$ cat src/rtl/idq_pkg.sv
// Package for the integer divider: payload structs, status codes and
// the record that moves down the chain of divide cells. No dependencies.
package idq_pkg;

	localparam int unsigned DW      = 32;
	localparam int unsigned N_CELLS = DW;

	typedef enum logic [1:0] {
		ST_OK   = 2'd0,
		ST_DIV0 = 2'd1,
		ST_OVF  = 2'd2
	} status_t;

	localparam logic [DW-1:0] SIGN_MIN = {1'b1, {(DW-1){1'b0}}};
	localparam logic [DW-1:0] ALL_ONES = {DW{1'b1}};

	typedef struct packed {
		logic          req_type;
		logic [DW-1:0] dividend;
		logic [DW-1:0] divisor;
	} req_t;

	typedef struct packed {
		logic [DW-1:0] quotient;
		logic [DW-1:0] remainder;
		logic [1:0]    status;
	} rsp_t;

	// Sign fix-up and status that ride alongside the division
	typedef struct packed {
		logic    neg_q;
		logic    neg_r;
		status_t status;
	} ctl_t;

	// Partial remainder, dividend/quotient shift word and divisor magnitude
	typedef struct packed {
		logic [DW-1:0] rem;
		logic [DW-1:0] dq;
		logic [DW-1:0] dvs;
		ctl_t          ctl;
	} stage_t;

endpackage

$ cat src/rtl/idq_pre.sv
// Front stage of the divider: operand magnitudes, special cases, sign flags.
// Depends on idq_pkg.
module idq_pre (
	input  logic            clk,
	input  logic            arst_n,
	input  logic            in_valid,
	output logic            in_ready,
	input  idq_pkg::req_t   in_data,
	output logic            nxt_valid,
	input  logic            nxt_ready,
	output idq_pkg::stage_t nxt_data
);
	import idq_pkg::*;

	logic   v_s1;
	stage_t d_s1;
	stage_t d_new;
	logic   sa, sb, zero, ovf;

	always_comb begin
		sa   = in_data.req_type & in_data.dividend[DW-1];
		sb   = in_data.req_type & in_data.divisor[DW-1];
		zero = (in_data.divisor == '0);
		ovf  = in_data.req_type && (in_data.dividend == SIGN_MIN)
			&& (in_data.divisor == ALL_ONES);
		// keep the raw dividend on divide by zero: the cells then yield
		// all-ones quotient and the dividend as remainder
		d_new.rem = '0;
		d_new.dq  = (sa && !zero) ? (DW'(0) - in_data.dividend) : in_data.dividend;
		d_new.dvs = sb ? (DW'(0) - in_data.divisor) : in_data.divisor;
		d_new.ctl.neg_q = !zero && (sa ^ sb);
		d_new.ctl.neg_r = !zero && sa;
		priority if (zero) begin
			d_new.ctl.status = ST_DIV0;
		end else if (ovf) begin
			d_new.ctl.status = ST_OVF;
		end else begin
			d_new.ctl.status = ST_OK;
		end
	end

	assign in_ready = !v_s1 || nxt_ready;

	always_ff @(posedge clk or negedge arst_n) begin
		if (!arst_n) begin
			v_s1 <= 1'b0;
		end else if (in_ready) begin
			v_s1 <= in_valid;
		end
	end

	always_ff @(posedge clk) begin
		if (in_ready && in_valid) begin
			d_s1 <= d_new;
		end
	end

	assign nxt_valid = v_s1;
	assign nxt_data  = d_s1;

endmodule

$ cat config.mk
export PLATFORM = sky130hd
export DESIGN_NAME = idq_pre
export DESIGN_NICKNAME = d
export VERILOG_FILES = /design/src/rtl/idq_pkg.sv /design/src/rtl/idq_pre.sv
export SDC_FILE = /design/constraint.sdc
export NUM_CORES = 1
export LEC_CHECK = 0
export ABC_AREA = 1
export BUFFER_PORTS_ARGS = -buffer_cell sky130_fd_sc_hd__buf_2
export CAP_MARGIN = 5
export CORE_MARGIN = 8
export CORE_UTILIZATION = 55
export CTS_CLUSTER_DIAMETER = 40
export DETAILED_ROUTE_END_ITERATION = 10
export PLACE_DENSITY_LB_ADDON = 0.2
export SLEW_MARGIN = 30
export SYNTH_ARGS = -nofsm -noshare
export SYNTH_HDL_FRONTEND = slang
export SYNTH_SLANG_ARGS = --single-unit
$ cat constraint.sdc
create_clock -name clk -period 12.75 [get_ports clk]
set_input_delay 1.9125 -clock clk [delete_from_list [all_inputs] [get_ports clk]]
set_output_delay 1.9125 -clock clk [all_outputs]
set_load 0.005 [all_outputs]
==> impl_metrics.py <==
metrics = {
    "clock_network": {
        "root_buffer": "clkbuf_8",
        "tritoncts": "done",
        "clk_pin_slew_worst_paths_ps": 80,
        "cts.sinks": 69,
        "cts_buffers": 9,
        "postCtsHoldBufs": 0,
        "post_cts_resized": 0,
        "postCtsSetupBuffers": 0,
        "worstSkewPairLatency_ps": 360,
        "htreeDepth": 3,
        "clockBufferDepth": 2,
    },
    "grt": {
        "antenna_found_initial": 0,
        "grt_max_degree": 69,
        "grt_usage_pct": 22.4,
        "grt_pass1_vias": 4715,
        "grt_pass1_wl_um": 22600,
        "overflow": 0,
    },
    "worst_setup_path": {
        "reg2reg_from": "nxt_valid",
        "crit_type": "primary input to primary output",
        "cp.required_ps": 10840,
        "reg2reg_depth": 2,
        "rrSetupSlack_ps": 11050,
        "startpoint_type": "primary input",
        "r2r_end": "nxt_data[1]",
        "critPathArrivalTime_ps": 2330,
        "critPathMaxFanout": 2,
        "endpoint_kind": "primary output",
    },
    "cells_and_area": {
        "fin_nets": 858,
        "antennaDiodeCount": 0,
        "drive_gt1_share_pct": 24.8,
        "final_common_cell": "nand2_1",
        "fin_area_um2": 5770,
        "layout_common_cells": "nand2_1 (233), buf_2 (138), nor2_1 (94)",
        "syn_to_final_growth_pct": 17.3,
        "fillerInstances": 799,
    },
    "placement": {
        "gp_congestion": 0.912,
        "place.port_buffers": 138,
        "dpl_cell_area_um2": 5560,
        "dp_slack_ps": 8510,
        "dp_hpwl_um": 10900,
    },
    "min_path": {
        "hp-class": "register to register",
        "hp-start": "nxt_valid",
        "whs_path_depth": 2,
        "hold_end": "nxt_valid",
    },
    "detailed_routing": {
        "postRouteAntennaNets": 0,
        "vias": 4454,
        "drtIter0Drc": 176,
        "dr.pass1.iters": 7,
        "post_drt_wl_per_cell_um": 15.3,
        "drt_wl_total_um": 13700,
        "route.detailed.drc": 0,
        "vias_per_cell": 4.95,
    },
    "power": {
        "swShare_pct": 28.1,
        "ir_worst_vdd_v": 0.0000570,
        "p_seq_share_pct": 47.2,
        "internal_power_uw": 416,
        "p_switching_uw": 163,
        "powerDensity_nw_per_um2": 100,
        "p_total_uw": 579,
        "p_clk_share_pct": 35.1,
        "p_leak_nw": 2.74,
        "power_frac_comb_pct": 17.7,
    },
    "synth": {
        "syn_area_per_cell_um2": 7.64,
        "ys_types": 37,
        "synth_area_um2": 4920,
        "ys_seq_area_share_pct": 42.0,
        "synthMuxAreaShare_pct": 0,
        "synth_compound_area_share_pct": 2.82,
        "netlist_instances": 644,
        "ys_ff_latch": 69,
        "synthAdderAreaFrac_pct": 0.763,
        "yosys_warnings": 0,
        "synthXorXnorAreaFrac_pct": 6.05,
        "synth_top_family_by_area": "simple AND/OR/NAND/NOR gates",
        "synthSimpleGateAreaFrac_pct": 36.9,
    },
    "floorplanning": {
        "io_pins": 171,
        "die_h_um": 111,
        "num_rows": 34,
        "start_util_pct": 56.4,
        "core_area_um2": 8720,
        "fp.dieW_um": 111,
        "die_area_um2": 12200,
    },
    "sta": {
        "finalCritPeriodShare_pct": 33.3,
        "maxSlewViolCount": 0,
        "setup_slack_ps": 8510,
        "setup_viol_count_final": 0,
        "fmax_mhz": 236,
        "min_period_ps": 4240,
        "slew_headroom_pct": 42.0,
        "fin_skew_ps": 9.00,
        "max_slew.worst_pin.slew_ps": 871,
        "hold_viol_final": 0,
        "rsz0062_at_grt": "false",
        "fin_setup_tns_ps": 0,
    },
    "flow_run": {
        "drv_cap": 0,
    },
    "outcome": {
        "status": "finished, final reports clean",
    },
}
-- power groups by stage --
stage          clock [mW]  sequential [mW]  combinational (mW)
6_report            0.203            0.274               0.103
5_1_grt             0.214            0.275               0.116
4_1_cts             0.205            0.274               0.103
3_5_place_dp            0            0.279               0.102
3_3_place_gp            0            0.279               0.100
2_1_floorplan           0            0.282              0.0609
-- stage by stage --
stage / cells / utilization (%) / hold WS [ps]
after floorplan: 675 / - / 528
after global placement: 883 / 63.7 / 552
after detailed placement: 883 / 63.7 / 591
after CTS: 899 / 66.2 / 616
after global routing: 899 / 66.2 / 647
final: 899 / 66.2 / 614
-- synthesized netlist by cell type (all sizes together) --
cell / count / area [um^2]
a21oi: 2 / 21.3
nor3b: 1 / 7.51
o21ai: 16 / 80.1
xor2: 26 / 228
xnor2: 8 / 70.1
clkinv: 1 / 3.75
conb: 1 / 3.75
nand3b: 1 / 7.51
ha: 3 / 37.5
buf: 39 / 325
nor3: 4 / 20.0
dfrtp: 1 / 25.0
o21bai: 4 / 30.0
edfxtp: 68 / 2040
nand2: 247 / 991
nor4: 1 / 6.26
nand3: 31 / 178
inv: 62 / 233
nand4: 17 / 113
nor2: 110 / 492
o211ai: 1 / 7.51
-- sequential cells by signal, summed over array words and instances (netlist names) --
register	count
nxt_data	68
nxt_valid	1
-- metal layers --
metal / GRT usage, % / routed length [um]
met5: 0 / 0
met4: 9.46 / 439
met3: 5.25 / 667
met2: 39.9 / 6930
met1: 24.8 / 5700
-- logic make-up (layout without fill, tap and decap cells) --
| logic type | count (synthesis) | after routing |
|---|---|---|
| AND/OR/NAND/NOR | 412 | 412 |
| flip-flops | 69 | 69 |
| other | 1 | 32 |
| XOR/XNOR | 34 | 34 |
| AO/OA/AOI/OAI | 23 | 23 |
| adder cells (fa/ha/maj) | 3 | 3 |
| buffers and inverters | 102 | 218 |
-- worst max path at each step --
stage	to	depth (start not counted)	from	slack [ps]
floorplan	nxt_data[0]	2	in_valid	6980
global placement	in_ready	4	nxt_ready	8540
detailed placement	in_ready	4	nxt_ready	8510
CTS	in_ready	4	nxt_ready	8510
global route	in_ready	4	nxt_ready	8460
finish	in_ready	4	nxt_ready	8510
-- final cells by class --
cell class              count  area, um^2  area share [%]
clock buffers              10         128            2.21
flip-flops and latches     69        2070            35.8
multi-input cells         504        2420            41.9
repair buffers            139         698            12.1
clock inverters             6        87.6            1.52
inverters                  63         236            4.10
well taps                 108         135            2.34
-- worst max-delay path, cell delays in order --
cell and delay (ps):
buf_2 90, inv_1 100, nand2_1 90, buf_2 130
No activity file was read; power rests on OpenSTA's default activity.
