--- src/rtl/idq_pkg.sv ---
// Package for the integer divider: payload structs, status codes and
// the record that moves down the chain of divide cells. No dependencies.
package idq_pkg;

	localparam int unsigned DW      = 32;
	localparam int unsigned N_CELLS = DW;

	typedef enum logic [1:0] {
		ST_OK   = 2'd0,
		ST_DIV0 = 2'd1,
		ST_OVF  = 2'd2
	} status_t;

	localparam logic [DW-1:0] SIGN_MIN = {1'b1, {(DW-1){1'b0}}};
	localparam logic [DW-1:0] ALL_ONES = {DW{1'b1}};

	typedef struct packed {
		logic          req_type;
		logic [DW-1:0] dividend;
		logic [DW-1:0] divisor;
	} req_t;

	typedef struct packed {
		logic [DW-1:0] quotient;
		logic [DW-1:0] remainder;
		logic [1:0]    status;
	} rsp_t;

	// Sign fix-up and status that ride alongside the division
	typedef struct packed {
		logic    neg_q;
		logic    neg_r;
		status_t status;
	} ctl_t;

	// Partial remainder, dividend/quotient shift word and divisor magnitude
	typedef struct packed {
		logic [DW-1:0] rem;
		logic [DW-1:0] dq;
		logic [DW-1:0] dvs;
		ctl_t          ctl;
	} stage_t;

endpackage

--- src/rtl/idq_post.sv ---
// Back stage of the divider: sign correction and the output register.
// Depends on idq_pkg.
module idq_post (
	input  logic            clk,
	input  logic            arst_n,
	input  logic            prv_valid,
	output logic            prv_ready,
	input  idq_pkg::stage_t prv_data,
	output logic            out_valid,
	input  logic            out_ready,
	output idq_pkg::rsp_t   out_data
);
	import idq_pkg::*;

	logic v_q;
	rsp_t d_q;
	rsp_t d_new;

	always_comb begin
		d_new.quotient  = prv_data.ctl.neg_q ? (DW'(0) - prv_data.dq) : prv_data.dq;
		d_new.remainder = prv_data.ctl.neg_r ? (DW'(0) - prv_data.rem) : prv_data.rem;
		d_new.status    = prv_data.ctl.status;
	end

	assign prv_ready = !v_q || out_ready;

	always_ff @(posedge clk or negedge arst_n) begin
		if (!arst_n) begin
			v_q <= 1'b0;
		end else if (prv_ready) begin
			v_q <= prv_valid;
		end
	end

	always_ff @(posedge clk) begin
		if (prv_ready && prv_valid) begin
			d_q <= d_new;
		end
	end

	assign out_valid = v_q;
	assign out_data  = d_q;

endmodule

--- config.mk ---
export PLATFORM = sky130hd
export DESIGN_NAME = idq_post
export DESIGN_NICKNAME = d
export VERILOG_FILES = /design/src/rtl/idq_pkg.sv /design/src/rtl/idq_post.sv
export SDC_FILE = /design/constraint.sdc
export NUM_CORES = 1
export LEC_CHECK = 0
export BUFFER_PORTS_ARGS = -buffer_cell sky130_fd_sc_hd__buf_2
export CAP_MARGIN = 20
export CORE_MARGIN = 1
export CORE_UTILIZATION = 50
export CTS_CLUSTER_DIAMETER = 80
export DETAILED_ROUTE_END_ITERATION = 8
export PLACE_DENSITY = 0.86
export SYNTH_ARGS = -nofsm -noshare
export SYNTH_HDL_FRONTEND = slang
export SYNTH_SLANG_ARGS = --single-unit
--- constraint.sdc ---
create_clock -name clk -period 5.4 [get_ports clk]
set_input_delay 1.08 -clock clk [delete_from_list [all_inputs] [get_ports clk]]
set_output_delay 1.08 -clock clk [all_outputs]
set_load 0.02 [all_outputs]
==> flow_summary.yaml, run 1 <==
global_routing:
  grt_max_degree: 35
  gr-total-overflow: 0
  antenna_found_initial: 0
  grt_pass1_vias: 2623
  met3_usage_pct: 5.00
  top_usage_layer: "met2"
  grt_usage_pct: 20.8
  grt_pass1_wl_um: 11700
  grtUsageMet2_pct: 36.4
  grt_use_met1_pct: 23.5
cells_and_area:
  nFillCells: 516
  num_antenna_cells: 0
  syn2layout_area_growth_pct: 26.7
  nNetsFinal: 521
  final_cell_mix: "139 x buf_2, 66 x edfxtp_1, 60 x xnor2_1, 24 x nand2_1, 18 x o21ai_0"
  final_common_cell: "buf_2"
  layout-drive-gt1-share_pct: 41.4
  stdcell_area_um2: 4480
routing:
  drt_pre_antenna_iters: 4
  wl_um: 7380
  route.vias.total: 2697
  ant_nets: 0
  drc_errors: 0
  avgViaCountPerCell: 5.25
  wl_per_cell_um: 14.4
  drt_iter0_drc: 94
timing:
  post-route-period-util_pct: 47.6
  final.setup.tns_ns: 0
  worst_pin_slew_ns: 0.752
  maxSlewViolCount: 0
  clock.fmax_ghz: 0.389
  maxSlewHeadroom_pct: 49.5
  rsz0062_at_grt: "no"
  setup_viol: 0
  hold_viol: 0
  fin_crit_ns: 2.57
  finalClockSkew_ns: 0.00674
clock_network:
  cts_root_buf: "clkbuf_8"
  clkSlewWorstSetupHoldPaths_ns: 0.06
  cts_tree: "built"
  clock_sinks: 67
  holdBufCountCts: 0
  cts_setup_buffers: 0
  clkLatencyLatePin_ns: 0.34
  post_cts_resized: 0
  cts_buffers: 9
  clock_tree.buffer_depth: 2
  htreeDepth: 3
pwr:
  cellPowerDensity_nw_per_um2: 266
  vdd_ir_drop_max_mv: 0.147
  leakagePower_uw: 0.00168
  power_frac_seq_pct: 53.0
  clkPwrFrac_pct: 27.7
  comb_power_share_pct: 19.3
  p_int_uw: 866
  switchingPower_uw: 325
  switching_share_pct: 27.3
setup_path:
  path_class: "primary input to output pin"
  start_kind: "primary input"
  rr_worst_depth: 3
  required_ns: 4.32
  critical_path.max_fanout: 3
  worstPathArrival_ns: 1.49
  rrSetupSlack_ns: 3.38
  timing.rr.end: "out_data[14]$_DFFE_PP_"
  worstReg2RegStart: "out_valid$_DFFE_PN0N_"
  end_kind: "output pin"
floorplan:
  rows: 30
  dieArea_um2: 7400
  ioPinCount: 172
  initial_core_util_pct: 52.0
  core-area_um2: 6790
  die_h_um: 86.1
  die_w_um: 86.1
job:
  cap_violations: 0
synth:
  synth.distinct_cells: 32
  synth_top_area_share_pct: 56.1
  syn_nets: 377
  synth_area_per_cell_um2: 13.0
  postSynthCellCount: 271
  ys_seq_area_share_pct: 56.8
  netlist_area_um2: 3530
  synth_area_leaders: "edfxtp_1 56%, xnor2_1 15%, o41ai_2 3.7%, o31ai_1 3.4%, o21ai_0 2.6%"
  ys_seq_elements: 67
  yosysTopAreaCell: "edfxtp_1"
  ys.warnings.count: 0
placed_design:
  port_buffers: 139
  dpl.hpwl_um: 5610
  place_congestion: 0.799
  placed_area_um2: 4330
worst_hold_path:
  hold_class: "primary input to asynchronous set/reset pin"
status:
  status: "complete, no violations"
registers in the layout, indices dropped and copies added (netlist names):
name / cells
out_data: 66
out_valid: 1
synth_stat cells, drive strengths merged:
library cell / number
o31ai: 17
o21ai: 18
ha: 2
nand4b: 3
nand2: 24
nor2: 9
nor3: 7
and2: 1
or3: 4
or2: 1
nand2b: 7
nand3b: 1
nor2b: 1
clkbuf: 4
o41ai: 15
xnor2: 60
dfrtp: 1
nand4: 7
nor4: 8
inv: 5
buf: 3
edfxtp: 66
or4: 3
nand3: 4
power groups by stage:
stage	Sequential (µW)	Clock (µW)	Combinational (µW)
finish	631	330	230
floorplan	692	0	85.1
CTS	631	336	231
global placement	641	0	225
detailed placement	642	0	231
global route	634	359	248
per-layer routing:
metal	share of wire, %	wire (µm)
met5	0	0
met4	2.1	153
met3	6.9	508
met2	49	3650
met1	42	3070
area by class of cell:
cell class	count	area (µm²)	share of cell area, %
Timing Repair Buffer	140	703	15.7
Clock inverter	5	22.5	0.503
Clock buffer	9	124	2.77
Inverter	5	18.8	0.419
Multi-Input combinational cell	192	1480	33.1
Sequential cell	67	2010	44.8
Tap cell	96	120	2.68
stage by stage:
| step | setup slack, ns | util, % | hold WS (ns) | instances | total power, µW |
|---|---|---|---|---|---|
| final | 2.83 | 65.9 | 0.508 | 514 | 1190 |
| after global routing | 2.68 | 65.9 | 0.495 | 514 | 1240 |
| after CTS | 2.83 | 65.9 | 0.498 | 514 | 1200 |
| after detailed placement | 2.51 | 63.7 | 0.533 | 500 | 873 |
| after global placement | 2.54 | 63.7 | 0.497 | 500 | 866 |
| after floorplan | 2.04 | - | 0.783 | 271 | 777 |
worst max-delay path: stages:
cell	delay, ns
buf_2	0.09
nand2b_1	0.15
buf_2	0.17
logic make-up after synthesis:
| family | synth area share [%] |
|---|---|
| AOI/OAI and AO/OA | 11.7 |
| DFF | 56.8 |
| adders and majority gates | 0.708 |
| buffers and inverters | 1.28 |
| and+or+nand+nor | 14.6 |
| xor gates and xnor gates | 14.9 |
worst max-delay path by stage:
stage | start | to | slack, ns | cells past startpoint
floorplan | out_ready | out_data[0]$_DFFE_PP_ | 2.04 | 2
global placement | prv_data[70] | out_data[21]$_DFFE_PP_ | 2.54 | 5
detailed placement | prv_data[70] | out_data[21]$_DFFE_PP_ | 2.51 | 5
CTS | out_ready | prv_ready | 2.83 | 3
global route | prv_data[52] | out_data[65]$_DFFE_PP_ | 2.68 | 5
finish | out_ready | prv_ready | 2.83 | 3
Note: power is estimated with default switching activity, not from simulation.
==> run 2: changes to the inputs <==
--- a/config.mk
+++ b/config.mk
@@ -8,10 +8,10 @@
 export BUFFER_PORTS_ARGS = -buffer_cell sky130_fd_sc_hd__buf_2
 export CAP_MARGIN = 20
 export CORE_MARGIN = 1
-export CORE_UTILIZATION = 50
+export CORE_UTILIZATION = 46
 export CTS_CLUSTER_DIAMETER = 80
 export DETAILED_ROUTE_END_ITERATION = 8
-export PLACE_DENSITY = 0.86
+export PLACE_DENSITY = 0.8
 export SYNTH_ARGS = -nofsm -noshare
 export SYNTH_HDL_FRONTEND = slang
 export SYNTH_SLANG_ARGS = --single-unit
==> constraint.sdc (replaced) <==
create_clock -name clk -period 2.57 [get_ports clk]
set_input_delay 0.514 -clock clk [delete_from_list [all_inputs] [get_ports clk]]
set_output_delay 0.514 -clock clk [all_outputs]
set_load 0.02 [all_outputs]
==> run 2 against run 1 <==
Utilization fell by 3.7 points. Clock skew up 0.00096 ns. Global-route usage decreased by 1.9 points. Routed wire length decreased by 0.62%. Hold slack lost 0.16 ns. Power is 110% higher. Non-clock buffer count rose by 8. Clock power rose by 130%. Highest routed layer unchanged. Final area grew 1.9%. Sequential share of layout area is 0.82 points lower. Largest cell class unchanged. Flip-flop and latch count unchanged.
==> flow_summary.yaml, run 2 (synthesis gave the netlist of run 1 again) <==
setup_path:
  path_class: "primary input to flop"
  critical_path.max_fanout: 5
  required_ns: 2.65
  cp_cell_sequence: "buf_2 -> nor4_1 -> nand4b_1 -> o41ai_2 -> xnor2_1"
  max_stage_delay_ns: 0.49
  worstPathArrival_ns: 2.00
  rr_worst_depth: 3
  worst_path_max_delay_cell: "nor4_1"
  start_kind: "primary input"
  end_kind: "flop"
global_routing:
  grt_pass1_wl_um: 11400
  grt_usage_pct: 18.9
  grt_max_degree: 35
  antenna_found_initial: 0
  gr-total-overflow: 0
  grt_pass1_vias: 2575
pwr:
  cellPowerDensity_nw_per_um2: 560
  switchingPower_uw: 685
  power_frac_seq_pct: 51.8
  comb_power_share_pct: 19.0
  switching_share_pct: 26.8
  vdd_ir_drop_max_mv: 0.255
  p_int_uw: 1870
  clkPwrFrac_pct: 29.1
  leakagePower_uw: 0.00172
clock_network:
  clkLatencyLatePin_ns: 0.34
  clkSlewWorstSetupHoldPaths_ns: 0.07
  cts_root_buf: "clkbuf_8"
  cts_tree: "built"
  post_cts_resized: 0
  htreeDepth: 3
  clock_tree.buffer_depth: 2
  cts_buffers: 9
  clock_sinks: 67
status:
  status: "complete, no violations"
timing:
  final.setup.tns_ns: 0
  setup_viol: 0
  hold_viol: 0
  fin_crit_ns: 1.92
  maxSlewHeadroom_pct: 62.4
  post-route-period-util_pct: 74.6
  finalClockSkew_ns: 0.00769
  clock.fmax_ghz: 0.521
  worst_pin_slew_ns: 0.563
  maxSlewViolCount: 0
  rsz0062_at_grt: "no"
placed_design:
  dpl.hpwl_um: 5600
  port_buffers: 139
  place_congestion: 0.793
routing:
  avgViaCountPerCell: 5.12
  drc_errors: 0
  ant_nets: 0
  drt_iter0_drc: 74
  wl_um: 7340
  wl_per_cell_um: 13.9
  route.vias.total: 2699
  drt_pre_antenna_iters: 4
cells_and_area:
  num_antenna_cells: 0
  final_cell_mix: "139 x buf_2, 66 x edfxtp_1, 60 x xnor2_1, 24 x nand2_1, 18 x o21ai_0"
  nNetsFinal: 529
  post-route-util_pct: 62.2
  layout-drive-gt1-share_pct: 42.3
  syn2layout_area_growth_pct: 29.1
  nFillCells: 591
  final_common_cell: "buf_2"
  largest_reg_flops: 66
floorplan:
  initial_core_util_pct: 48.2
  rows: 31
  die_h_um: 89.6
  dieArea_um2: 8030
  die_w_um: 89.6
  ioPinCount: 172
  core-area_um2: 7330
worst_hold_path:
  whs_path_depth: 1
  hold_class: "primary input to flop"
job:
  cap_violations: 0
[run 2: changes by cell type in the layout (fill, tap and decap cells not counted), sizes merged]
| cell | before | now |
|---|---|---|
| buf | 140 | 147 |
| clkbuf | 9 | 13 |
| clkinv | 5 | 3 |
| dlygate4sd3 | 0 | 1 |
[run 2: area by class of cell]
class | instances | area (µm²) | area share, %
Sequential cell | 67 | 2010 | 44.0
Multi-Input combinational cell | 192 | 1480 | 32.5
Timing Repair Buffer | 148 | 766 | 16.8
Clock buffer | 13 | 149 | 3.26
Tap cell | 99 | 124 | 2.72
Inverter | 5 | 18.8 | 0.412
Clock inverter | 3 | 15.0 | 0.329
[run 2: stage by stage]
stage          cells  setup WS [ns]  hold WS, ns  total power (µW)  instance area, µm²
6_report         527          0.652        0.344              2560                4560
3_5_place_dp     510          0.322        0.291              1840                4390
5_1_grt          527          0.553        0.332              2670                4560
3_3_place_gp     510          0.343        0.289              1830                4390
2_1_floorplan    271          0.484        0.218              1630                3530
4_1_cts          527          0.682        0.329              2580                4560
[run 2: final timing paths]
| path | from | endpoint | slack (ns) |
|---|---|---|---|
| setup / recovery | prv_data[52] | out_data[65]$_DFFE_PP_ | 0.65 |
| hold / removal | prv_data[0] | out_data[0]$_DFFE_PP_ | 0.34 |
| setup reg to reg | out_valid$_DFFE_PN0N_ | out_data[30]$_DFFE_PP_ | 1.19 |
| hold reg to reg | out_valid$_DFFE_PN0N_ | out_valid$_DFFE_PN0N_ | 0.53 |
| max in group asynchronous | arst_n | out_valid$_DFFE_PN0N_ | 2.01 |
| min in group asynchronous | arst_n | out_valid$_DFFE_PN0N_ | 0.48 |
[run 2: worst max-delay path, delay by kind of cell]
family / cells / cell delay [ns]
AOI/OAI and AO/OA: 1 / 0.40
xor gates and xnor gates: 1 / 0.10
and+or+nand+nor: 2 / 0.85
buffers and inverters: 1 / 0.13
[run 2: power groups by stage]
stage | clock [µW] | sequential (µW) | combinational, µW
floorplan | 0 | 1450 | 179
global placement | 0 | 1350 | 480
detailed placement | 0 | 1350 | 489
CTS | 759 | 1330 | 490
global route | 800 | 1330 | 531
finish | 745 | 1330 | 486
[run 2: repair_timing]
action                    4_1_cts  5_1_grt
hold endpoints to repair        1        0
buffers inserted                0        0
hold buffers                    1        0
[run 2: per-layer routing]
layer / up-vias / part of all wire [%] / global-route usage [%]
li1: 1342 / - / -
met2: 116 / 49 / 34.1
met1: 1228 / 41 / 20.5
met4: 0 / 2.1 / 9.24
met3: 13 / 8.3 / 5.21
met5: - / 0 / 0
