--- config.mk ---
export PLATFORM = sky130hd
export DESIGN_NAME = idq_cell
export DESIGN_NICKNAME = d
export VERILOG_FILES = /design/src/rtl/idq_pkg.sv /design/src/rtl/idq_cell.sv
export SDC_FILE = /design/constraint.sdc
export NUM_CORES = 1
export LEC_CHECK = 0
export BUFFER_PORTS_ARGS = -buffer_cell sky130_fd_sc_hd__buf_2
export CAP_MARGIN = 20
export CORE_MARGIN = 2
export CORE_UTILIZATION = 45
export CTS_CLUSTER_SIZE = 8
export DETAILED_ROUTE_END_ITERATION = 16
export GPL_ROUTABILITY_DRIVEN = 0
export PLACE_DENSITY = 0.74
export SETUP_SLACK_MARGIN = 0.05
export SLEW_MARGIN = 20
export SYNTH_ARGS = -nofsm -noshare
export SYNTH_HDL_FRONTEND = slang
export SYNTH_SLANG_ARGS = --single-unit
--- constraint.sdc ---
create_clock -name clk -period 4.92 [get_ports clk]
set_input_delay 0.492 -clock clk [delete_from_list [all_inputs] [get_ports clk]]
set_output_delay 0.492 -clock clk [all_outputs]
set_load 0.05 [all_outputs]
--- src/rtl/idq_pkg.sv ---
// Package for the integer divider: payload structs, status codes and
// the record that moves down the chain of divide cells. No dependencies.
package idq_pkg;

	localparam int unsigned DW      = 32;
	localparam int unsigned N_CELLS = DW;

	typedef enum logic [1:0] {
		ST_OK   = 2'd0,
		ST_DIV0 = 2'd1,
		ST_OVF  = 2'd2
	} status_t;

	localparam logic [DW-1:0] SIGN_MIN = {1'b1, {(DW-1){1'b0}}};
	localparam logic [DW-1:0] ALL_ONES = {DW{1'b1}};

	typedef struct packed {
		logic          req_type;
		logic [DW-1:0] dividend;
		logic [DW-1:0] divisor;
	} req_t;

	typedef struct packed {
		logic [DW-1:0] quotient;
		logic [DW-1:0] remainder;
		logic [1:0]    status;
	} rsp_t;

	// Sign fix-up and status that ride alongside the division
	typedef struct packed {
		logic    neg_q;
		logic    neg_r;
		status_t status;
	} ctl_t;

	// Partial remainder, dividend/quotient shift word and divisor magnitude
	typedef struct packed {
		logic [DW-1:0] rem;
		logic [DW-1:0] dq;
		logic [DW-1:0] dvs;
		ctl_t          ctl;
	} stage_t;

endpackage

--- src/rtl/idq_cell.sv ---
// One restoring-division cell: shift in one dividend bit, trial subtract,
// keep one quotient bit. Depends on idq_pkg.
module idq_cell (
	input  logic            clk,
	input  logic            arst_n,
	input  logic            prv_valid,
	output logic            prv_ready,
	input  idq_pkg::stage_t prv_data,
	output logic            nxt_valid,
	input  logic            nxt_ready,
	output idq_pkg::stage_t nxt_data
);
	import idq_pkg::*;

	logic          v_q;
	stage_t        d_q;
	stage_t        d_new;
	logic [DW:0]   trial;
	logic [DW:0]   diff;
	logic          ge;

	always_comb begin
		trial = {prv_data.rem, prv_data.dq[DW-1]};
		diff  = trial - {1'b0, prv_data.dvs};
		ge    = !diff[DW];
		d_new       = prv_data;
		d_new.rem   = ge ? diff[DW-1:0] : trial[DW-1:0];
		d_new.dq    = {prv_data.dq[DW-2:0], ge};
	end

	// advance when empty or when the neighbor takes our transaction
	assign prv_ready = !v_q || nxt_ready;

	always_ff @(posedge clk or negedge arst_n) begin
		if (!arst_n) begin
			v_q <= 1'b0;
		end else if (prv_ready) begin
			v_q <= prv_valid;
		end
	end

	always_ff @(posedge clk) begin
		if (prv_ready && prv_valid) begin
			d_q <= d_new;
		end
	end

	assign nxt_valid = v_q;
	assign nxt_data  = d_q;

endmodule

==> run metrics, run 1 <==
vias in the first global route=4,182; Syn Nets=601; Crit Path Max Fanout=20; worst hold stages=1; critical path, cell by cell=buf_2 -> ha_1 -> fa_1 -> nand2b_1 -> a21oi_1 -> o211ai_1 -> a21oi_1 -> o21a_1 -> o211ai_4 -> inv_2 -> mux2_4; hpwl dp=10.1 mm; total power after layout=2540 uW; slowest cell on the critical path=inv_2; setup TNS=0 ps; status=completed; synthesized cell area=5500 um2; clk_skew=8.76 ps; initial antenna violation count=1; Via Count=4,363; post_cts resized=0; largest net degree at the start of global routing=72; CTS Sinks=101; most used flip-flop cell after synthesis=edfxtp_1; IO Pins=206; total die area=13,100 um2; CTS tree=yes; r2r worst-path depth=3; Fin. Hold Viols=0; first-pass GRT wire length=20.2 mm; chip height=115 um; crit start category=primary input; worst r2r dst=nxt_data[88]$_DFFE_PP_; Vias/cell=5.32; row count=40; area growth from synthesis to layout=26.9%; DR pass1 iterations=5; Max-Cap Viols=0; gr usage total=20.0%; Final setup viols=0; Initial DRC Count=370; clock slew at reported path FFs=70 ps; period utilisation layout=65.1%; maximum vdd drop=0.000145 V; Synth Instances=464; CP endpoint kind=register; Core ar.=12,000 um2; Post-synth EDFFs=100; final wirelength=13.2 mm; CP top delay family=compound AO/OA/AOI/OAI gates; Starting Density=46.0%; Synth Register Bits=101; Max Root-Sink Buffers=2; required time worst endpoint=5020 ps; Root Buffer Master=clkbuf_16; Max-slew headroom=39.0%; Hold Startpoint=prv_data[50]; Min-Delay Endpoint=nxt_data[51]$_DFFE_PP_; RSZ-0062 raised after global routing=no; actual slew at the worst max-slew pin=915 ps; stages on the worst setup path=11; Max Slew Vio Count=0; post-route ant nets=0; syn avg cell area=11.9 um2; kind of critical path=primary input to register; Max Clock Freq=312 MHz; GRT overflow=0; most frequent cells in the layout=buf_2, edfxtp_1, nand2_1; H-tree levels=3; Die Width=115 um; most frequent CP cell=a21oi_1; HP Class=primary input to register; flip-flop and latch area=3030 um2; leakage=0.00319 uW; FF-to-FF setup slack=2760 ps; share of layout cells above drive strength 1=36.6%; Tmin final=3200 ps; Multi-input gate area=2240 um2; post-synth cell types=50; Seq/Total Area, Yosys=55.1%; Nets=805; count of input and output buffers=205; commonest non-fill, non-tap cell in the layout=buf_2; pwr/cell area=364 nW/um2; CP arrival=3300 ps; clock latency on the worst-skew pair=350 ps; fill cell count=1,013; max incr delay on CP=510 ps; CP Buf/Inv Count=2; DR DRC count=0; Syn. warnings=0; drt wl/cell=16.1 um; post-synthesis async set-or-reset flop share=0.990%; Diodes inserted=0; Crit Reg-Reg Startpoint=nxt_valid$_DFFE_PN0N_; total CTS buffers=9
==> Yosys cell counts, types with 2 or more instances <==
cell | number | share of area (%)
o21a_1 | 6 | 0.82
xor2_1 | 10 | 1.6
nand2_1 | 44 | 3.0
o31ai_1 | 5 | 0.68
o211ai_1 | 8 | 1.1
ha_1 | 32 | 7.3
a21oi_1 | 34 | 3.1
xnor2_1 | 14 | 2.2
o2111ai_1 | 2 | 0.32
and2_1 | 4 | 0.45
a31oi_1 | 2 | 0.23
nand3_1 | 11 | 1.0
o41ai_1 | 2 | 0.32
nand4_1 | 7 | 0.80
inv_1 | 41 | 2.8
a21o_1 | 15 | 2.0
nor3_1 | 4 | 0.36
buf_6 | 3 | 0.61
clkbuf_1 | 11 | 0.75
and4_1 | 2 | 0.32
nor2b_1 | 5 | 0.57
mux2_4 | 18 | 4.9
a211oi_1 | 4 | 0.55
nand2b_1 | 7 | 0.80
and3_1 | 6 | 0.68
edfxtp_1 | 100 | 55
o21bai_1 | 5 | 0.68
o21ai_0 | 24 | 2.2
a21boi_0 | 2 | 0.27
nor2_1 | 16 | 1.1
==> registers in the layout, summed over array words and instances, names as in the netlist <==
signal,count
nxt_data,100
nxt_valid,1
==> worst max path at each step <==
stage / slack (ps) / end / startpoint
2_1_floorplan: 1000 / nxt_data[0]$_DFFE_PP_ / nxt_valid$_DFFE_PN0N_
3_3_place_gp: 1450 / nxt_data[88]$_DFFE_PP_ / prv_data[4]
3_5_place_dp: 1370 / nxt_data[76]$_DFFE_PP_ / prv_data[4]
4_1_cts: 1730 / nxt_data[76]$_DFFE_PP_ / prv_data[4]
5_1_grt: 1450 / nxt_data[71]$_DFFE_PP_ / prv_data[4]
6_report: 1720 / nxt_data[71]$_DFFE_PP_ / prv_data[4]
==> report_power, final <==
part           internal (uW)  switching [uW]
Combinational            238             479
Sequential              1030            15.0
Clock                    452             323
==> per-layer routing <==
metal	routed length, um	vias to the layer above	share of wire, %	GRT usage (%)
li1	-	2125	-	-
met1	5360	2028	41	24.2
met2	6490	189	49	34.2
met3	1100	19	8.4	5.35
met4	214	2	1.6	7.40
met5	11	-	0.084	0
==> per-stage QoR <==
step	worst slack, ps	utilization [%]	hold WS, ps	std cells	area (um2)
CTS	1730	58.4	301	820	6980
global route	1450	58.4	303	820	6980
floorplan	996	-	196	464	5500
global placement	1450	55.6	281	803	6650
detailed placement	1370	55.6	282	803	6650
finish	1720	58.4	313	820	6980
==> logic make-up after synthesis <==
logic type	share of synthesized area (%)
XOR/XNOR	3.82
AO/OA/AOI/OAI	14.5
AND/OR/NAND/NOR	9.76
multiplexers	4.91
buffers and inverters	4.32
flip-flops	55.0
adder cells (fa/ha/maj)	7.64
==> area by class of cell <==
class	instances	share of cell area, %
clock buffer	10	3.28
sequential	101	43.4
multi-input combinational	306	32.0
clock inverter	6	1.36
tap	147	2.63
timing repair buffer	208	15.1
inverter	42	2.26
==> timing repair <==
| item | in CTS | in global routing |
|---|---|---|
| hold buffers | 1 | 0 |
| endpoints found under the hold margin | 1 | 0 |
| setup buffers | 0 | 0 |
(Power assumes the default switching activity.)
==> run 2, diff against run 1 <==
--- a/config.mk
+++ b/config.mk
@@ -12,7 +12,7 @@
 export CTS_CLUSTER_SIZE = 8
 export DETAILED_ROUTE_END_ITERATION = 16
 export GPL_ROUTABILITY_DRIVEN = 0
-export PLACE_DENSITY = 0.74
+export PLACE_DENSITY = 0.77
 export SETUP_SLACK_MARGIN = 0.05
 export SLEW_MARGIN = 20
 export SYNTH_ARGS = -nofsm -noshare
==> constraint.sdc (replaced) <==
create_clock -name clk -period 2.8 [get_ports clk]
set_input_delay 0.28 -clock clk [delete_from_list [all_inputs] [get_ports clk]]
set_output_delay 0.28 -clock clk [all_outputs]
set_load 0.05 [all_outputs]
==> run 2 against run 1 <==
  * Wire length is 4.5% higher
  * Worst setup slack lost 1600 ps
  * Die area stayed put
  * Clock power rose by 52%
  * Final area increased by 4.2%
  * Via count is 5.0% higher
  * Hold slack lost 220 ps
  * Largest power group unchanged
  * Highest routed layer is now met4
==> run metrics, run 2 (synthesis gave the netlist of run 1 again) <==
Vias/cell=5.33 (+0.25%); Util after Layout=60.8% (+2.5 points); kind of critical path=primary input to register; clock network fraction of total power=26.9% (-3.6 points); Hold Startpoint=prv_data[3]; total die area=13,100 um2 (unchanged); Max-slew headroom=71.0% (+32 points); CP Launch Point=prv_data[20]; Diodes inserted=0 (unchanged); total power after layout=4380 uW (+73%); number of flip-flops in the largest register=100 (unchanged); critical path, cell by cell=buf_2 -> inv_1 -> ha_1 -> a21oi_4 -> o211ai_1 -> a221o_1 -> a211o_1 -> o211ai_1 -> o211ai_4 -> inv_2 -> buf_12 -> mux2_4; vias in the first global route=4,316 (+3.2%); Setup Slack @ Placement=-191 ps (-1560 ps); H-tree levels=3 (unchanged); most frequent CP cell=o211ai_1; Final setup viols=0 (unchanged); CP endpoint kind=register; CTS tree=yes; Tmin final=2660 ps; gr usage total=20.6% (+0.59 points); leakage=0.00337 uW (+5.6%); P_int=2920 uW (+69%); Nets=844 (+4.8%); Setup WS post-layout=142 ps (-1580 ps); pwr/cell area=602 nW/um2 (+66%); CP top delay family=compound AO/OA/AOI/OAI gates; Root Buffer Master=clkbuf_16; Max-Cap Viols=0 (unchanged); Initial DRC Count=302 (-18%); fin cells=859 (+4.8%); logic gate share of total power=31.1% (+2.9 points); DR DRC count=0 (unchanged); share of layout cells above drive strength 1=40.2% (+3.6 points); CP arrival=2760 ps (-540 ps); drt wl/cell=16.0 um (-0.29%); actual slew at the worst max-slew pin=431 ps (-484 ps); crit start category=primary input; HP Class=primary input to register; DR pass1 iterations=5 (unchanged); Via Count=4,582 (+5.0%); Crit Reg-Reg Startpoint=nxt_valid$_DFFE_PN0N_; IO Pins=206 (unchanged); row count=40 (unchanged); CTS Sinks=101 (unchanged); Fin. Hold Viols=0 (unchanged); switching part of the total power=33.4% (+1.2 points); count of input and output buffers=205 (unchanged); Max Slew Vio Count=0 (unchanged); RSZ-0062 raised after global routing=no; Crit Path Max Fanout=11 (-45%); DP Cell Count=842 (+4.9%); slowest cell on the critical path=ha_1; hpwl dp=10.7 mm (+5.8%); period utilisation layout=94.9%; clk_skew=8.47 ps (-0.287 ps); post-route ant nets=0 (unchanged); required time worst endpoint=2900 ps (-2120 ps); status=completed; final wirelength=13.8 mm (+4.5%); max incr delay on CP=370 ps (-140 ps); Starting Density=46.0% (unchanged); Die Width=115 um (unchanged); Max Clock Freq=376 MHz; commonest non-fill, non-tap cell in the layout=buf_2; total CTS buffers=9 (unchanged); area growth from synthesis to layout=32.3%; Seq pwr share=41.9% (+0.7 points); Switch Pwr=1460 uW (+79%); most frequent cells in the layout=buf_2, edfxtp_1, nand2_1; maximum vdd drop=0.000260 V (+79%); post_cts resized=0 (unchanged); chip height=115 um (unchanged); initial antenna violation count=0 (-1); CP Buf/Inv Count=4 (+2); largest net degree at the start of global routing=70 (-2.8%); GRT overflow=0 (unchanged); Core ar.=12,000 um2 (unchanged); Max Root-Sink Buffers=2 (unchanged); clock latency on the worst-skew pair=360 ps (about the same); clock slew at reported path FFs=70 ps (about the same); first-pass GRT wire length=21.0 mm (+3.7%)
run 2: changes by cell type in the layout (fill, tap and decap cells not counted):
| cell | before | now |
|---|---|---|
| buf_12 | 0 | 3 |
| buf_4 | 2 | 38 |
| bufinv_16 | 2 | 0 |
| clkinv_4 | 0 | 1 |
| clkinvlp_4 | 1 | 2 |
| ha_1 | 32 | 31 |
| ha_4 | 0 | 1 |
| inv_6 | 0 | 1 |
| inv_8 | 2 | 1 |
run 2: final timing paths:
path                                          end  slack, ps  cells after the start
max in group asynchronous   nxt_valid$_DFFE_PN0N_       2480                      2
max                        nxt_data[89]$_DFFE_PP_        140                     12
min in group asynchronous   nxt_valid$_DFFE_PN0N_        230                      2
min reg2reg                 nxt_valid$_DFFE_PN0N_        550                      2
min                         nxt_data[3]$_DFFE_PP_        100                      1
max reg2reg                nxt_data[34]$_DFFE_PP_       1060                      3
run 2: metal layers:
metal  part of all wire (%)  global-route usage, %  up-vias
met2                     48                   34.3      235
met1                     41                   25.8     2111
met3                    7.8                   3.97       35
met5                      0                      0        -
met4                    2.9                   9.67        0
li1                       -                      -     2201
run 2: final cells by class:
class	count	area [um2]
fillers	973	4680
flip-flops and latches	101	3030
multi-input cells	306	2250
repair buffers	247	1380
clock buffers	10	229
well taps	147	184
inverters	42	158
clock inverters	6	48.8
run 2: power by group through the flow:
stage               registers (uW)  clock network [uW]  logic [uW]
floorplan                     2250                   0         578
global placement              1870                   0        1330
detailed placement            1870                   0        1360
CTS                           1840                1210        1360
global route                  1850                1250        1460
finish                        1840                1180        1360
run 2: what timing repair did:
item	CTS	global route
hold buffers	1	0
hold endpoints to repair	1	0
setup endpoints to repair	0	0
buffers inserted	0	0
run 2: through the flow:
stage                     hold WS, ps  setup TNS, ps  instance area (um2)
after CTS                        85.0              0                 7280
after floorplan                 -15.6              0                 5520
after global placement           64.0          -1440                 6990
final                            95.9              0                 7280
after detailed placement         62.3          -3500                 6990
after global routing             82.7              0                 7280
==> run 3, diff against run 2 <==
--- a/config.mk
+++ b/config.mk
@@ -7,12 +7,11 @@
 export LEC_CHECK = 0
 export BUFFER_PORTS_ARGS = -buffer_cell sky130_fd_sc_hd__buf_2
 export CAP_MARGIN = 20
-export CORE_MARGIN = 2
-export CORE_UTILIZATION = 45
+export CORE_UTILIZATION = 25
 export CTS_CLUSTER_SIZE = 8
 export DETAILED_ROUTE_END_ITERATION = 16
 export GPL_ROUTABILITY_DRIVEN = 0
-export PLACE_DENSITY = 0.77
+export RECOVER_POWER = 100
 export SETUP_SLACK_MARGIN = 0.05
 export SLEW_MARGIN = 20
 export SYNTH_ARGS = -nofsm -noshare
==> run 3 against run 2 <==
  * Worst setup slack improved by 40 ps
  * Clock power grew 4%
  * Non-clock buffer count grew 3
  * Critical path type unchanged
  * Largest power group unchanged
==> run metrics, run 3 (synthesis gave the netlist of run 1 again) <==
Max-Cap Viols=0 (unchanged); Max-slew headroom=0.733% (-70 points); postcts setup bufs=0 (unchanged); status=completed; CP Buf/Inv Count=4 (unchanged); drt wl/cell=15.5 um (-3.0%); logic gate share of total power=29.7% (-1.4 points); switching part of the total power=34.6% (+1.2 points); max incr delay on CP=370 ps (about the same); leakage=0.00298 uW (-12%); Max Clock Freq=382 MHz (+1.5%); CP top delay family=compound AO/OA/AOI/OAI gates; DR pass1 iterations=4 (-1); slowest cell on the critical path=ha_1; commonest non-fill, non-tap cell in the layout=clkbuf_1; Crit Reg-Reg Startpoint=nxt_valid$_DFFE_PN0N_; clk_skew=13.2 ps (+4.74 ps); Nets=847 (+0.36%); CTS Sinks=101 (unchanged); pwr/cell area=603 nW/um2 (about the same); Core ar.=21,300 um2 (+78%); Vias/cell=4.43 (-17%); count of input and output buffers=205 (unchanged); FF-to-FF setup slack=540 ps (-520 ps); Die Width=150 um (+31%); P_int=2860 uW (-2.2%); Root Buffer Master=clkbuf_16; Switch Pwr=1510 uW (+3.4%); H-tree levels=3 (unchanged); stages on the worst setup path=12 (unchanged); total power after layout=4370 uW (-0.32%); Starting Density=25.8% (-20 points); worst hold stages=1 (unchanged); Max Slew Vio Count=0 (unchanged); largest net degree at the start of global routing=101 (+44%); GRT overflow=0 (unchanged); crit start category=primary input; post-route ant nets=0 (unchanged); kind of critical path=primary input to register; chip height=150 um (+31%); Setup WS post-layout=182 ps (+40.2 ps); initial antenna violation count=0 (unchanged); total die area=22,600 um2 (+72%); clock latency on the worst-skew pair=360 ps (about the same); Tmin final=2620 ps (-40.2 ps); Seq pwr share=42.2% (+0.3 points); first-pass GRT wire length=23.0 mm (+9.5%); Diodes inserted=0 (unchanged); Max Root-Sink Buffers=2 (unchanged); Fin. Hold Viols=0 (unchanged); vias in the first global route=4,345 (+0.67%); CP arrival=2710 ps (-50 ps); Hold Startpoint=prv_data[2]; share of layout cells above drive strength 1=21.3% (-19 points); RSZ-0062 raised after global routing=no; final wirelength=15.4 mm (+12%); clock slew at reported path FFs=80 ps (about the same); CTS tree=yes; Setup Slack @ Placement=-203 ps (-11.5 ps); clock network fraction of total power=28.1% (+1.2 points); Min-Delay Endpoint=nxt_data[2]$_DFFE_PP_; critical path, cell by cell=clkbuf_1 -> inv_1 -> ha_1 -> a21oi_4 -> o211ai_1 -> a221o_1 -> a211o_1 -> o211ai_1 -> o211ai_4 -> inv_2 -> buf_12 -> mux2_1; most frequent cells in the layout=clkbuf_1, edfxtp_1, buf_2; worst r2r dst=nxt_data[42]$_DFFE_PP_; Crit Path Max Fanout=15 (+4); DR DRC count=0 (unchanged); HP Class=primary input to register; Initial DRC Count=305 (+0.99%); period utilisation layout=93.5% (-1.4 points); actual slew at the worst max-slew pin=1490 ps (+1060 ps); required time worst endpoint=2900 ps (about the same); CP endpoint kind=register; area growth from synthesis to layout=31.8%; row count=53 (+33%); Final setup viols=0 (unchanged); hpwl dp=11.9 mm (+12%); total CTS buffers=9 (unchanged); maximum vdd drop=0.000307 V (+18%); number of flip-flops in the largest register=100 (unchanged); IO Pins=206 (unchanged); most frequent CP cell=o211ai_1; r2r worst-path depth=3 (unchanged); gr usage total=13.6% (-7.0 points); Via Count=4,389 (-4.2%)
## run 3: changes by cell type in the layout (fill, tap and decap cells not counted), sizes merged
cell    previous run  this run
clkbuf            10       135
buf              246       123
clkinv             2         3
## run 3: worst max path at each step
stage                     slack (ps)                     end          from
final                            180  nxt_data[87]$_DFFE_PP_  prv_data[20]
after global routing              50  nxt_data[87]$_DFFE_PP_  prv_data[20]
after CTS                        120  nxt_data[95]$_DFFE_PP_   prv_data[4]
after detailed placement        -200  nxt_data[95]$_DFFE_PP_   prv_data[4]
after global placement          -190  nxt_data[95]$_DFFE_PP_  prv_data[67]
after floorplan                   50  nxt_data[86]$_DFFE_PP_  prv_data[20]
## run 3: area by class of cell
| type | count | area (um2) |
|---|---|---|
| sequential | 101 | 3030 |
| timing repair buffer | 250 | 1240 |
| inverter | 42 | 158 |
| multi-input combinational | 306 | 2200 |
| clock buffer | 9 | 225 |
| fill | 2270 | 14000 |
| clock inverter | 7 | 57.6 |
| tap | 275 | 344 |
## run 3: per-layer routing
layer	track usage, %	part of all wire [%]	vias to the layer above
met5	0	0	-
met4	3.84	1.1	0
met3	3.36	7.1	10
met2	22.5	47	147
met1	17.4	45	2017
li1	-	-	2215
## run 3: repair_timing
action,CTS,global route
hold buffers,1,0
hold endpoints to repair,1,0
resized for setup,0,2
endpoints found under the setup margin,0,7
## run 3: stage by stage
stage	area, um2	hold slack [ps]	util (%)	setup TNS, ps	std cells
final	7250	86.3	34.1	0	990
after global routing	7250	73.8	34.1	0	990
after CTS	7470	79.6	35.1	0	990
after detailed placement	7170	57.5	33.7	-4170	973
after global placement	7170	55.7	33.7	-2530	973
after floorplan	5520	-15.6	-	0	464
## run 3: power by group through the flow
stage	clock, uW	combinational [uW]	sequential (uW)
floorplan	0	578	2250
global route	1330	1410	1860
global placement	0	1370	1870
finish	1230	1300	1840
CTS	1280	1390	1840
detailed placement	0	1390	1870
## run 3: worst register-to-register path, stage by stage, from the launching register on
cell	delay, ps
dfrtp_1	400
nand2b_1	120
and2_0	150
clkbuf_4	1070
